--- config.mk ---
export PLATFORM = sky130hd
export DESIGN_NAME = tcc_ctrl
export DESIGN_NICKNAME = d
export VERILOG_FILES = /design/src/hdl/tcc_pkg.sv /design/src/hdl/tcc_ctrl.sv
export SDC_FILE = /design/constraint.sdc
export NUM_CORES = 1
export LEC_CHECK = 0
export ABC_AREA = 1
export BUFFER_PORTS_ARGS = -buffer_cell sky130_fd_sc_hd__buf_2
export CAP_MARGIN = 20
export CORE_MARGIN = 2
export CORE_UTILIZATION = 28
export CTS_BUF_LIST = sky130_fd_sc_hd__clkbuf_4
export DETAILED_ROUTE_END_ITERATION = 10
export HOLD_SLACK_MARGIN = 0.06
export PLACE_DENSITY = 0.66
export SLEW_MARGIN = 20
export SYNTH_ARGS = -nofsm -noshare
export SYNTH_HDL_FRONTEND = slang
export SYNTH_SLANG_ARGS = --single-unit
--- constraint.sdc ---
create_clock -name clk -period 1.8 [get_ports clk]
set_input_delay 0.54 -clock clk [delete_from_list [all_inputs] [get_ports clk]]
set_output_delay 0.54 -clock clk [all_outputs]
set_load 0.02 [all_outputs]
--- src/hdl/tcc_pkg.sv ---
// ----------------------------------------------------------------------------
// Text console cursor engine package
// Payload types, codes and the command/status bundles shared by the
// controller, the datapath and the top level.
// ----------------------------------------------------------------------------
package tcc_pkg;

  // Results per input transaction are capped; later ones are dropped.
  localparam int RESULT_CAP = 8;
  localparam int CNT_W      = 4;

  localparam logic OP_PUT  = 1'b0;
  localparam logic OP_READ = 1'b1;

  localparam logic [1:0] KIND_DRAW   = 2'd0;
  localparam logic [1:0] KIND_SCROLL = 2'd1;
  localparam logic [1:0] KIND_READ   = 2'd2;

  localparam logic [7:0] CH_BS    = 8'h08;
  localparam logic [7:0] CH_TAB   = 8'h09;
  localparam logic [7:0] CH_LF    = 8'h0A;
  localparam logic [7:0] CH_CR    = 8'h0D;
  localparam logic [7:0] CH_SPACE = 8'h20;
  localparam logic [7:0] CH_DEL   = 8'h7F;

  localparam logic CFG_COLUMNS = 1'b0;
  localparam logic CFG_ROWS    = 1'b1;

  localparam logic [7:0] COLUMNS_RST = 8'd79;
  localparam logic [6:0] ROWS_RST    = 7'd39;

  typedef struct packed {
    logic        op;
    logic [7:0]  char_code;
    logic [31:0] bg_color;
    logic [31:0] fg_color;
    logic [6:0]  read_col;
    logic [5:0]  read_row;
  } in_item_t;

  typedef struct packed {
    logic [1:0]  kind;
    logic [6:0]  cell_col;
    logic [5:0]  cell_row;
    logic [7:0]  cell_char;
    logic [31:0] cell_bg;
    logic [31:0] cell_fg;
    logic        last;
  } out_item_t;

  typedef struct packed {
    logic       index;
    logic [7:0] value;
  } cfg_item_t;

  // Controller to datapath.
  typedef struct packed {
    logic load;
    logic clamp;
    logic col_zero;
    logic newline;
    logic col_dec;
    logic advance;
    logic scr_last;
    logic tab_load;
    logic tab_dec;
    logic map_rd_rr;
    logic map_rd_cur;
    logic map_rd_zero;
    logic map_rd_next;
    logic map_wr_shift;
    logic phys_load;
    logic st_rd;
    logic rd_capture;
    logic rd_space;
    logic sweep_init;
    logic sweep_wr;
    logic char_wr;
    logic scr_init;
    logic scr_inc;
    logic tmp_load;
    logic emit_draw;
    logic emit_scroll;
    logic emit_read;
    logic flush;
  } dp_cmd_t;

  // Datapath to controller.
  typedef struct packed {
    logic is_read;
    logic rd_oob;
    logic is_cr;
    logic is_lf;
    logic is_bs;
    logic is_tab;
    logic col_zero;
    logic row_valid;
    logic sweep_last;
    logic scr_need;
    logic scr_end;
    logic tab_more;
    logic emit_ok;
    logic pend_valid;
    logic out_free;
  } dp_sts_t;

endpackage

--- src/hdl/tcc_ctrl.sv ---
// ----------------------------------------------------------------------------
// Cursor engine controller
// Sequences one transaction at a time through the datapath.
// ----------------------------------------------------------------------------
module tcc_ctrl (
  input  logic             clk,
  input  logic             rst,
  input  logic             req_valid,
  output logic             req_ready,
  output tcc_pkg::dp_cmd_t cmd,
  input  tcc_pkg::dp_sts_t sts
);

  localparam logic [4:0] S_IDLE    = 5'd0;
  localparam logic [4:0] S_DISP    = 5'd1;
  localparam logic [4:0] S_RD_MAP  = 5'd2;
  localparam logic [4:0] S_RD_DATA = 5'd3;
  localparam logic [4:0] S_RD_EMIT = 5'd4;
  localparam logic [4:0] S_CLASS   = 5'd5;
  localparam logic [4:0] S_MAP     = 5'd6;
  localparam logic [4:0] S_MAP_W   = 5'd7;
  localparam logic [4:0] S_ROWCHK  = 5'd8;
  localparam logic [4:0] S_CLEAR   = 5'd9;
  localparam logic [4:0] S_WRITE   = 5'd10;
  localparam logic [4:0] S_CHK     = 5'd11;
  localparam logic [4:0] S_SC0     = 5'd12;
  localparam logic [4:0] S_SC1     = 5'd13;
  localparam logic [4:0] S_SC_CHK  = 5'd14;
  localparam logic [4:0] S_SC2     = 5'd15;
  localparam logic [4:0] S_SC_LAST = 5'd16;
  localparam logic [4:0] S_NEXT    = 5'd17;
  localparam logic [4:0] S_FIN     = 5'd18;

  logic [4:0] state;
  logic [4:0] state_next;

  assign req_ready = (state == S_IDLE);

  always_ff @(posedge clk) begin
    if (rst) begin
      state <= S_IDLE;
    end else begin
      state <= state_next;
    end
  end

  always_comb begin
    cmd        = '0;
    state_next = state;
    case (state)
      S_IDLE: begin
        if (req_valid) begin
          cmd.load   = 1'b1;
          state_next = S_DISP;
        end
      end
      S_DISP: begin
        if (sts.is_read) begin
          if (sts.rd_oob) begin
            cmd.rd_space = 1'b1;
            state_next   = S_RD_EMIT;
          end else begin
            cmd.map_rd_rr = 1'b1;
            state_next    = S_RD_MAP;
          end
        end else begin
          cmd.clamp  = 1'b1;
          state_next = S_CLASS;
        end
      end
      S_RD_MAP: begin
        cmd.st_rd     = 1'b1;
        cmd.phys_load = 1'b1;
        state_next    = S_RD_DATA;
      end
      S_RD_DATA: begin
        cmd.rd_capture = 1'b1;
        state_next     = S_RD_EMIT;
      end
      S_RD_EMIT: begin
        if (sts.emit_ok) begin
          cmd.emit_read = 1'b1;
          state_next    = S_FIN;
        end
      end
      S_CLASS: begin
        if (sts.is_cr) begin
          cmd.col_zero = 1'b1;
          state_next   = S_FIN;
        end else if (sts.is_lf) begin
          cmd.newline = 1'b1;
          state_next  = S_CHK;
        end else if (sts.is_bs) begin
          if (sts.col_zero) begin
            state_next = S_FIN;
          end else begin
            cmd.col_dec = 1'b1;
            state_next  = S_MAP;
          end
        end else if (sts.is_tab) begin
          cmd.tab_load = 1'b1;
          state_next   = S_MAP;
        end else begin
          state_next = S_MAP;
        end
      end
      S_MAP: begin
        cmd.map_rd_cur = 1'b1;
        state_next     = S_MAP_W;
      end
      S_MAP_W: begin
        cmd.phys_load = 1'b1;
        state_next    = S_ROWCHK;
      end
      S_ROWCHK: begin
        if (sts.row_valid) begin
          state_next = S_WRITE;
        end else begin
          cmd.sweep_init = 1'b1;
          state_next     = S_CLEAR;
        end
      end
      S_CLEAR: begin
        cmd.sweep_wr = 1'b1;
        if (sts.sweep_last) begin
          state_next = S_WRITE;
        end
      end
      S_WRITE: begin
        // The store write is repeated while the result waits; it is idempotent.
        cmd.char_wr = 1'b1;
        if (sts.emit_ok) begin
          cmd.emit_draw = 1'b1;
          if (sts.is_bs) begin
            state_next = S_FIN;
          end else begin
            cmd.advance = 1'b1;
            state_next  = S_CHK;
          end
        end
      end
      S_CHK: begin
        state_next = sts.scr_need ? S_SC0 : S_NEXT;
      end
      S_SC0: begin
        cmd.map_rd_zero = 1'b1;
        cmd.scr_init    = 1'b1;
        state_next      = S_SC1;
      end
      S_SC1: begin
        cmd.tmp_load = 1'b1;
        state_next   = S_SC_CHK;
      end
      S_SC_CHK: begin
        if (sts.scr_end) begin
          state_next = S_SC_LAST;
        end else begin
          cmd.map_rd_next = 1'b1;
          state_next      = S_SC2;
        end
      end
      S_SC2: begin
        cmd.map_wr_shift = 1'b1;
        cmd.scr_inc      = 1'b1;
        state_next       = S_SC_CHK;
      end
      S_SC_LAST: begin
        cmd.scr_last = 1'b1;
        if (sts.emit_ok) begin
          cmd.emit_scroll = 1'b1;
          state_next      = S_NEXT;
        end
      end
      S_NEXT: begin
        if (sts.is_tab && sts.tab_more) begin
          cmd.tab_dec = 1'b1;
          state_next  = S_MAP;
        end else begin
          state_next = S_FIN;
        end
      end
      S_FIN: begin
        if (!sts.pend_valid) begin
          state_next = S_IDLE;
        end else if (sts.out_free) begin
          cmd.flush  = 1'b1;
          state_next = S_IDLE;
        end
      end
      default: begin
        state_next = S_IDLE;
      end
    endcase
  end

endmodule

# --- After elaboration in Yosys (flattened, before gate mapping) ---
# Index checks and enable logic that the tools add are counted.
op_classes:
  n_eq_ne: 24
  n_mux: 67
  reduce_logical: 5
ops:
  columns: ["cell", "count"]
  rows:
  - ["one-hot mux 5 bit (18 select lines)", 1]
  - ["2-to-1 mux 5 bit", 15]
  - ["2-to-1 mux 1 bit", 46]
  - ["== test 5 x 4 -> 1 bit (second input constant)", 8]
  - ["== test 5 x 3 -> 1 bit (second input constant)", 4]
  - ["== test 5 bit (second input constant)", 3]
  - ["== test 5 x 2 -> 1 bit (second input constant)", 2]
  - ["!= test 2 bit (second input constant)", 5]
  - ["2-to-1 mux 3 bit", 3]
  - ["AND reduction 6 bit", 1]
  - ["== test 5 x 1 -> 1 bit (second input constant)", 1]
  - ["logical NOT 5 bit", 1]
  - ["2-to-1 mux 2 bit", 2]
  - ["OR reduction 2 bit", 2]
  - ["!= test 3 bit (second input constant)", 1]
  - ["logical AND 1 bit", 1]
totals:
  regBits: 5
  word_cells: 97

# --- Longest topological paths before layout ---
# Gate-level depths: netlist of the first run.
depth:
  ltp_word: 5
  mapped_depth: 10
  mapped_depth_nobuf: 10

# --- Worst setup path before layout of the first run ---
# No wires, ideal clock.
synth_path:
  kind: "flip-flop to output port"
  start: "reg state[0]"
  end: "out cmd[23] (netlist name)"
  arrival_ps: 1325
  slack_ps: -65
  path_stages_with_launch: 7
  n_path_buf: 0
  cell_sequence: "dfxtp_1 -> inv_2 -> nor2_2 -> inv_2 -> nor2_4 -> inv_1 -> nor3_1"
synth_rtl:
  columns: ["element", "line", "source"]
  rows:
  - ["from (decl)", "tcc_ctrl.sv:34", "logic [4:0] state;"]
  - ["from (signal assigned)", "tcc_ctrl.sv:43", "state <= state_next;"]
  - ["to (decl)", "tcc_ctrl.sv:10", "output tcc_pkg::dp_cmd_t cmd,"]

==> results of run 1 <==
[kinds of logic after synthesis]
logic type / count (synthesis)
simple gates: 120
compound gates: 8
flops: 5
buf+inv: 38
[worst max-delay path: stages, from the launching register on]
cell,delay [ns]
dfxtp_4,0.37
nor2_2,0.12
buf_6,0.13
nand2_2,0.06
nor2_4,0.11
and3_4,0.18
buf_6,0.11
[stage by stage]
stage / instance area [µm²] / util, % / cells
2_1_floorplan: 828 / - / 171
3_3_place_gp: 1160 / 41.9 / 257
3_5_place_dp: 1160 / 41.9 / 257
4_1_cts: 1470 / 52.9 / 275
5_1_grt: 1590 / 57.0 / 278
6_report: 1590 / 57.0 / 278
[per-layer routing]
| layer | routed length (µm) | vias up | track usage (%) |
|---|---|---|---|
| li1 | - | 672 | - |
| met1 | 1180 | 564 | 20.9 |
| met2 | 1550 | 39 | 32.3 |
| met3 | 121 | 4 | 0.670 |
| met4 | 35 | 0 | 5.98 |
| met5 | 0 | - | 0 |
[power by group]
part,switching [mW],internal [mW],leakage (nW)
Sequential,0.0733,0.163,0.0437
Combinational,0.777,0.583,0.930
Clock,0.0443,0.0987,0.0184
Total,0.895,0.845,0.992
[worst max path at each step]
stage                         from  endpoint  slack (ns)  cells after the start
after floorplan           state[4]   cmd[14]        0.07                      4
after CTS                 state[3]   cmd[23]       -0.06                      6
after detailed placement   sts[11]   cmd[23]        0.04                      5
after global placement     sts[11]   cmd[23]        0.04                      5
after global routing      state[3]    cmd[0]       -0.13                      6
final                     state[3]    cmd[0]       -0.06                      6
[cell usage after synthesis (all sizes together)]
library cell / instances
a21oi: 6
and3: 2
buf: 2
dfxtp: 5
inv: 36
nand2: 55
nand3: 20
nand3b: 1
nand4: 2
nor2: 37
nor3: 3
o21ai: 2
[what timing repair did]
action / 4_1_cts / 5_1_grt
resized for setup: 55 / 34
setup endpoints to repair: 27 / 28
pin swaps: 11 / 4
setup buffers: 14 / 3
[cell type report]
type,count,area (µm²)
Fill cell,267,1190
Multi-Input combinational cell,128,708
Timing Repair Buffer,74,552
Inverter,36,143
Sequential cell,5,115
Tap cell,31,38.8
Clock buffer,4,30.0
==> key figures, run 1 <==
Run status
  – Status: complete, but fails checks
  – Failing checks: setup timing

STA
  – Final setup viols: 11
  – Max Fclk: 0.537 GHz
  – Fin crit share: 104%
  – Relative slew slack: 79.2%
  – Final Hold Vio Count: 0
  – RSZ-0062 raised after global routing: yes
  – Final min period: 1.86 ns
  – Final WS setup: -0.0633 ns
  – Hold WS: 0.511 ns
  – Worst Tran Pin Value: 0.309 ns
  – Fin. max-slew vios: 0
  – Setup Skew: 0.00192 ns
  – Setup TNS: -0.328 ns

Routing
  – First-pass DRT Iterations: 4
  – Wirelength per Cell: 10.4 µm
  – Final WL: 2880 µm
  – DR vias: 1279
  – Vias per cell: 4.60
  – Post-route ant nets: 0
  – Post-route DRC violation count: 0
  – Initial drt markers: 35

Floorplan
  – Die Wd: 58.2 µm
  – IO Count: 47
  – Core ar.: 2780 µm²
  – Die Y: 58.2 µm
  – Initial Util: 29.6%
  – Die ar.: 3390 µm²
  – # rows: 19

Logic synthesis
  – Area share of the largest cell type after synthesis: 24.2%
  – Mux cell area share after synthesis: 0%
  – Cells after Synth: 171
  – Post-Synthesis Net Count: 189
  – Post-synthesis sequential area ratio: 12.2%
  – Post-synthesis xor/xnor area fraction: 0%
  – Yosys warnings: 0
  – Library cells used by synthesis: 17
  – Post-Syn Area: 823 µm²
  – Top area cells in the synthesized netlist: nand2_1, inv_1, nor2_1
  – Syn_area_per_cell: 4.81 µm²
  – Post-Synth Simple-Gate Area: 64.7%
  – Synth Area in Compound Gates: 4.86%
  – #FFs+latches synth: 5
  – Synth Area in Adders: 0%
  – Area leader, netlist: nand2_1
  – Largest family of logic cells by synthesized area: simple AND/OR/NAND/NOR gates

Hold path
  – Worst Hold Endpoint: state[3]
  – Hold Crit Start: rst
  – Hold path depth: 2
  – Worst Hold Class: input pin to flip-flop

Clock tree
  – Clk slew on worst S/H paths: 0.04 ns
  – CTS sink cnt: 5
  – CTS Root Cell: clkbuf_4
  – Hold_buf cts: 0
  – Cts bufs inserted: 3
  – Clk_lat worst skew: 0.24 ns
  – Clk buf depth: 2
  – CTS tree: done
  – Htree depth: 1

Pwr
  – PwrDens: 1100 nW/µm²
  – LEAKAGE: 0.992 nW
  – Maximum vdd ir drop: 0.776 mV
  – Total power: 1.74 mW

Placement
  – Placer Congestion: 0.952
  – Place WS: 0.0414 ns
  – Port bufs: 46
  – HPWL after detailed placement: 2220 µm

Flow run
  – Max-cap viol count: 0

Finish
  – Top Registers: state (5)
  – Commonest cells after routing, fill and taps aside: nand2_1, buf_4, inv_1
  – Ant diodes: 0
  – # nets final: 266
  – Synth-to-Final Area Change: 92.7%
  – Commonest non-fill, non-tap cell in the layout: nand2_1
  – Max reg flops: 5
  – Largest Register: state
  – Fraction of layout cells with a size suffix above 1: 51.8%

Critical path
  – CP Max Fanout: 6
  – CP arrival: 1.32 ns
  – CP Capture Type: primary output
  – R2R depth: 11
  – Crit Path Class: flip-flop to primary output
  – Worst EP required: 1.26 ns
  – Critical R2R Launch: state[4]
  – Setup crit start kind: flip-flop
  – R2r setup slk: 0.30 ns
  – R2R Path End: state[1]

GRT
  – GR Util All Layers: 17.3%
  – Global-route wire length before repair: 4710 µm
  – Largest net degree at the start of global routing: 7
  – Initial antenna violation count: 0
  – Global route overflow: 0
  – Vias in the first global route: 1182
Power figures use the tool's default switching activity.
==> inputs of run 2 (changes only) <==
- CORE_UTILIZATION: 28 -> 45
- PLACE_DENSITY: 0.66 -> 0.93
- SKIP_CTS_REPAIR_TIMING: not set -> 1
==> run 2 against run 1 <==
- the run still ends with setup timing left
- hold slack lost 0.017 ns
- non-clock buffer count shrank 12
- worst setup slack lost 0.10 ns
- combinational power grew 8%
- sequential power grew 13%
- maximum frequency shrank 5.3%
- cell count shrank 6.5%
- critical path depth shrank 2
- first-iteration DRC count grew to 3.4 times the previous value
- clock skew grew 0.0073 ns
- core utilization grew 29 points
- critical path type unchanged
- largest cell class unchanged
==> key figures, run 2 (synthesis gave the netlist of run 1 again) <==
Floorplan
  – Die Wd: 46.8 µm
  – Die ar.: 2190 µm²
  – Initial Util: 47.7%
  – # rows: 15
  – Core ar.: 1730 µm²
  – Die Y: 46.8 µm
  – IO Count: 47

Run status
  – Status: complete, but fails checks
  – Failing checks: setup timing

GRT
  – GR Util All Layers: 23.4%
  – Largest net degree at the start of global routing: 8
  – Global-route wire length before repair: 3550 µm
  – Vias in the first global route: 883
  – Initial antenna violation count: 0
  – Global route overflow: 0

Clock tree
  – CTS tree: done
  – CTS Root Cell: clkbuf_4
  – CTS sink cnt: 5
  – Cts bufs inserted: 3
  – Clk buf depth: 2
  – Htree depth: 1
  – Clk_lat worst skew: 0.26 ns
  – Clk slew on worst S/H paths: 0.05 ns

Pwr
  – Net Switching: 1.04 mW
  – LEAKAGE: 0.941 nW
  – PwrDens: 1270 nW/µm²
  – Sequential share of power: 14.2%
  – Comb power frac: 77.7%
  – Clk pwr share: 8.1%
  – Sw Share: 55.0%
  – Internal power of the cells: 0.848 mW
  – Maximum vdd ir drop: 0.873 mV

Critical path
  – R2r setup slk: 0.26 ns
  – Worst EP required: 1.26 ns
  – CP arrival: 1.43 ns
  – Cell family with the largest share of critical-path delay: simple AND/OR/NAND/NOR gates
  – CP Max Fanout: 5
  – CP Capture Type: primary output
  – Crit path buffers/inverters: 2
  – Worst stage delay on the critical path: 0.37 ns
  – Worst-path cell chain: nor2_2 -> inv_2 -> nor2_1 -> buf_2
  – Crit Path Class: flip-flop to primary output
  – Setup crit start kind: flip-flop
  – Crit-path slowest cell: dfxtp_4

Finish
  – Sequential cell area: 119 µm²
  – Post-route cell area: 1490 µm²
  – Top Registers: state (5)
  – Commonest cells after routing, fill and taps aside: nand2_1, buf_2, buf_4
  – Ant diodes: 0
  – Fin util: 86.0%
  – Max reg flops: 5
  – Commonest non-fill, non-tap cell in the layout: nand2_1
  – Fillers: 90
  – Footprint of the multi-input gates: 701 µm²
  – Synth-to-Final Area Change: 80.4%
  – Largest Register: state
  – Fraction of layout cells with a size suffix above 1: 50.2%
  – # nets final: 254

STA
  – Final WS setup: -0.168 ns
  – Setup TNS: -2.48 ns
  – Fin crit share: 109%
  – Setup Skew: 0.00922 ns
  – Final Hold Vio Count: 0
  – Final min period: 1.97 ns
  – Fin. max-slew vios: 0
  – RSZ-0062 raised after global routing: yes
  – Worst Tran Pin Value: 0.336 ns
  – Final setup viols: 28
  – Relative slew slack: 77.4%
  – Max Fclk: 0.508 GHz
  – Hold WS: 0.494 ns

Hold path
  – Worst Hold Class: input pin to flip-flop

Flow run
  – Max-cap viol count: 0

Routing
  – First-pass DRT Iterations: 6
  – Wire length on met2: 1940 µm
  – Post-route ant nets: 0
  – Final WL: 4230 µm
  – Met1 WL: 1400 µm
  – Vias per cell: 5.77
  – Routed length on met3: 584 µm
  – Initial drt markers: 118
  – DR vias: 1501
  – DR top layer: met4
  – Post-route DRC violation count: 0
  – Wirelength per Cell: 16.3 µm

Placement
  – Placed cell area: 1130 µm²
  – Port bufs: 46
  – HPWL after detailed placement: 2100 µm
  – Placer Congestion: 0.905
==> run 2: layout make-up <==
type / instances / area share [%]
Clock buffer: 4 / 2.02
Inverter: 36 / 10.1
Multi-Input combinational cell: 128 / 47.2
Sequential cell: 5 / 8.00
Tap cell: 25 / 2.11
Timing Repair Buffer: 62 / 30.6
==> run 2: path summary, 6_finish.rpt <==
path                                 end      from  depth (start not counted)
worst max-delay path             cmd[21]  state[0]                          4
worst min-delay path            state[4]       rst                          2
worst max register to register  state[0]  state[0]                          8
worst min register to register  state[4]  state[4]                          2
==> run 2: through the flow <==
step,power (mW),cells,setup slack (ns)
final,1.89,260,-0.168
after global routing,1.96,260,-0.200
after CTS,1.32,252,-0.219
after detailed placement,1.17,248,0.0463
after global placement,1.16,248,0.0586
after floorplan,0.848,171,0.0749
==> run 2: power by group through the flow <==
stage | clock network [mW] | registers, mW | logic [mW]
finish | 0.153 | 0.268 | 1.47
global route | 0.159 | 0.271 | 1.53
CTS | 0.154 | 0.205 | 0.965
detailed placement | 0 | 0.207 | 0.961
global placement | 0 | 0.203 | 0.956
floorplan | 0 | 0.202 | 0.647
==> run 2: worst register-to-register path: stages (launching register included) <==
cell and delay, ns:
dfxtp_4 0.39, nand2_1 0.19, nor3_1 0.36, nand2_1 0.12, nand2_1 0.08, nor2_1 0.06
nand2_1 0.08, nand2_1 0.05, a21oi_1 0.12
==> run 2: routing by layer <==
metal,up-vias,track usage (%)
met5,-,0
met2,166,39.7
met3,48,2.69
li1,651,-
met4,0,14.4
met1,636,28.1
==> inputs of run 3 (changes only) <==
- CELL_PAD_IN_SITES_DETAIL_PLACEMENT: not set -> 0
- CELL_PAD_IN_SITES_GLOBAL_PLACEMENT: not set -> 1
- CORE_UTILIZATION: 45 -> 27
- PLACE_DENSITY: 0.93 -> 0.92
==> run 3 against run 2 <==
- the flow still finishes with violations (setup timing)
- clock skew decreased by 0.0070 ns
- total power fell by 16%
- maximum frequency rose by 5.2%
- first-iteration DRC count fell by 69%
- via count fell by 21%
- cell count up 1.5%
==> key figures, run 3 (synthesis gave the netlist of run 1 again) <==
Run status
  – Status: complete, but fails checks
  – Failing checks: setup timing

Pwr
  – LEAKAGE: 0.911 nW
  – Sequential share of power: 15.1%
  – Maximum vdd ir drop: 0.399 mV
  – Net Switching: 0.852 mW
  – Internal power of the cells: 0.738 mW
  – Sw Share: 53.6%
  – PwrDens: 1120 nW/µm²
  – Comb power frac: 75.5%
  – Clk pwr share: 9.4%

Finish
  – Largest Register: state
  – Synth-to-Final Area Change: 72.0%
  – Max reg flops: 5
  – Fillers: 321
  – Top Registers: state (5)
  – Ant diodes: 0
  – # nets final: 250
  – Commonest non-fill, non-tap cell in the layout: nand2_1
  – Commonest cells after routing, fill and taps aside: nand2_1, buf_2, inv_1
  – Fraction of layout cells with a size suffix above 1: 48.1%

GRT
  – GR Util All Layers: 15.0%
  – Largest net degree at the start of global routing: 9
  – Global-route wire length before repair: 4000 µm
  – Initial antenna violation count: 0
  – Global route overflow: 0
  – Vias in the first global route: 980

Floorplan
  – IO Count: 47
  – Die Wd: 59.2 µm
  – # rows: 20
  – Core ar.: 2980 µm²
  – Initial Util: 27.6%
  – Die Y: 59.2 µm
  – Die ar.: 3510 µm²

STA
  – Hold WS: 0.508 ns
  – Final setup viols: 18
  – Fin crit share: 104%
  – Worst Tran Pin Value: 0.335 ns
  – Final Hold Vio Count: 0
  – Relative slew slack: 77.5%
  – RSZ-0062 raised after global routing: yes
  – Max Fclk: 0.534 GHz
  – Fin. max-slew vios: 0
  – Final min period: 1.87 ns
  – Setup Skew: 0.00218 ns
  – Setup TNS: -0.578 ns
  – Final WS setup: -0.0714 ns

Critical path
  – CP Max Fanout: 7
  – Setup crit start kind: flip-flop
  – CP Capture Type: primary output
  – CP arrival: 1.33 ns
  – Worst EP required: 1.26 ns
  – Crit Path Class: flip-flop to primary output

Routing
  – Final WL: 2740 µm
  – First-pass DRT Iterations: 4
  – Initial drt markers: 37
  – DR vias: 1187
  – Post-route ant nets: 0
  – Wirelength per Cell: 10.4 µm
  – Post-route DRC violation count: 0
  – Vias per cell: 4.50

Hold path
  – Worst Hold Class: input pin to flip-flop

Clock tree
  – Htree depth: 1
  – CTS tree: done
  – Clk slew on worst S/H paths: 0.05 ns
  – CTS sink cnt: 5
  – Clk_lat worst skew: 0.25 ns
  – Cts bufs inserted: 3
  – Clk buf depth: 2
  – CTS Root Cell: clkbuf_4

Placement
  – Port bufs: 46
  – Placer Congestion: 0.936
  – HPWL after detailed placement: 2240 µm

Flow run
  – Max-cap viol count: 0
## run 3: layout make-up
cell class	instances	area, µm²	share of cell area (%)
flip-flops and latches	5	116	8.22
repair buffers	58	398	28.1
multi-input cells	128	691	48.8
well taps	33	41.3	2.92
inverters	36	140	9.89
clock buffers	4	30.0	2.12
## run 3: worst max-delay path: stages (launching register included)
cell	delay (ns)
dfxtp_4	0.37
inv_4	0.07
nand2_4	0.05
nor2_4	0.23
nand2_2	0.11
nor2_1	0.10
buf_4	0.14
## run 3: final timing paths
path	start	cells past startpoint	endpoint	slack [ns]
max	state[2]	6	cmd[3]	-0.07
min	rst	2	state[0]	0.51
max reg2reg	state[2]	10	state[1]	0.32
min reg2reg	state[1]	2	state[1]	0.54
## run 3: power groups by stage
stage | logic [mW] | registers (mW) | clock network (mW)
2_1_floorplan | 0.647 | 0.202 | 0
3_3_place_gp | 0.974 | 0.200 | 0
3_5_place_dp | 0.967 | 0.201 | 0
4_1_cts | 0.969 | 0.199 | 0.154
5_1_grt | 1.33 | 0.247 | 0.160
6_report | 1.20 | 0.240 | 0.150
## run 3: stage by stage
stage	utilization, %	power (mW)	instance area, µm²	std cells	setup slack, ns
after CTS	39.2	1.32	1170	259	-0.206
after global routing	47.6	1.73	1420	264	-0.146
after detailed placement	38.2	1.17	1140	255	0.0395
after floorplan	-	0.848	828	171	0.0749
after global placement	38.2	1.17	1140	255	0.0505
final	47.6	1.59	1420	264	-0.0714
## run 3: layer usage
layer	track usage, %	part of all wire, %
met1	18.6	43
met2	26.1	51
met4	5.84	0.91
met3	1.75	5.3
met5	0	0
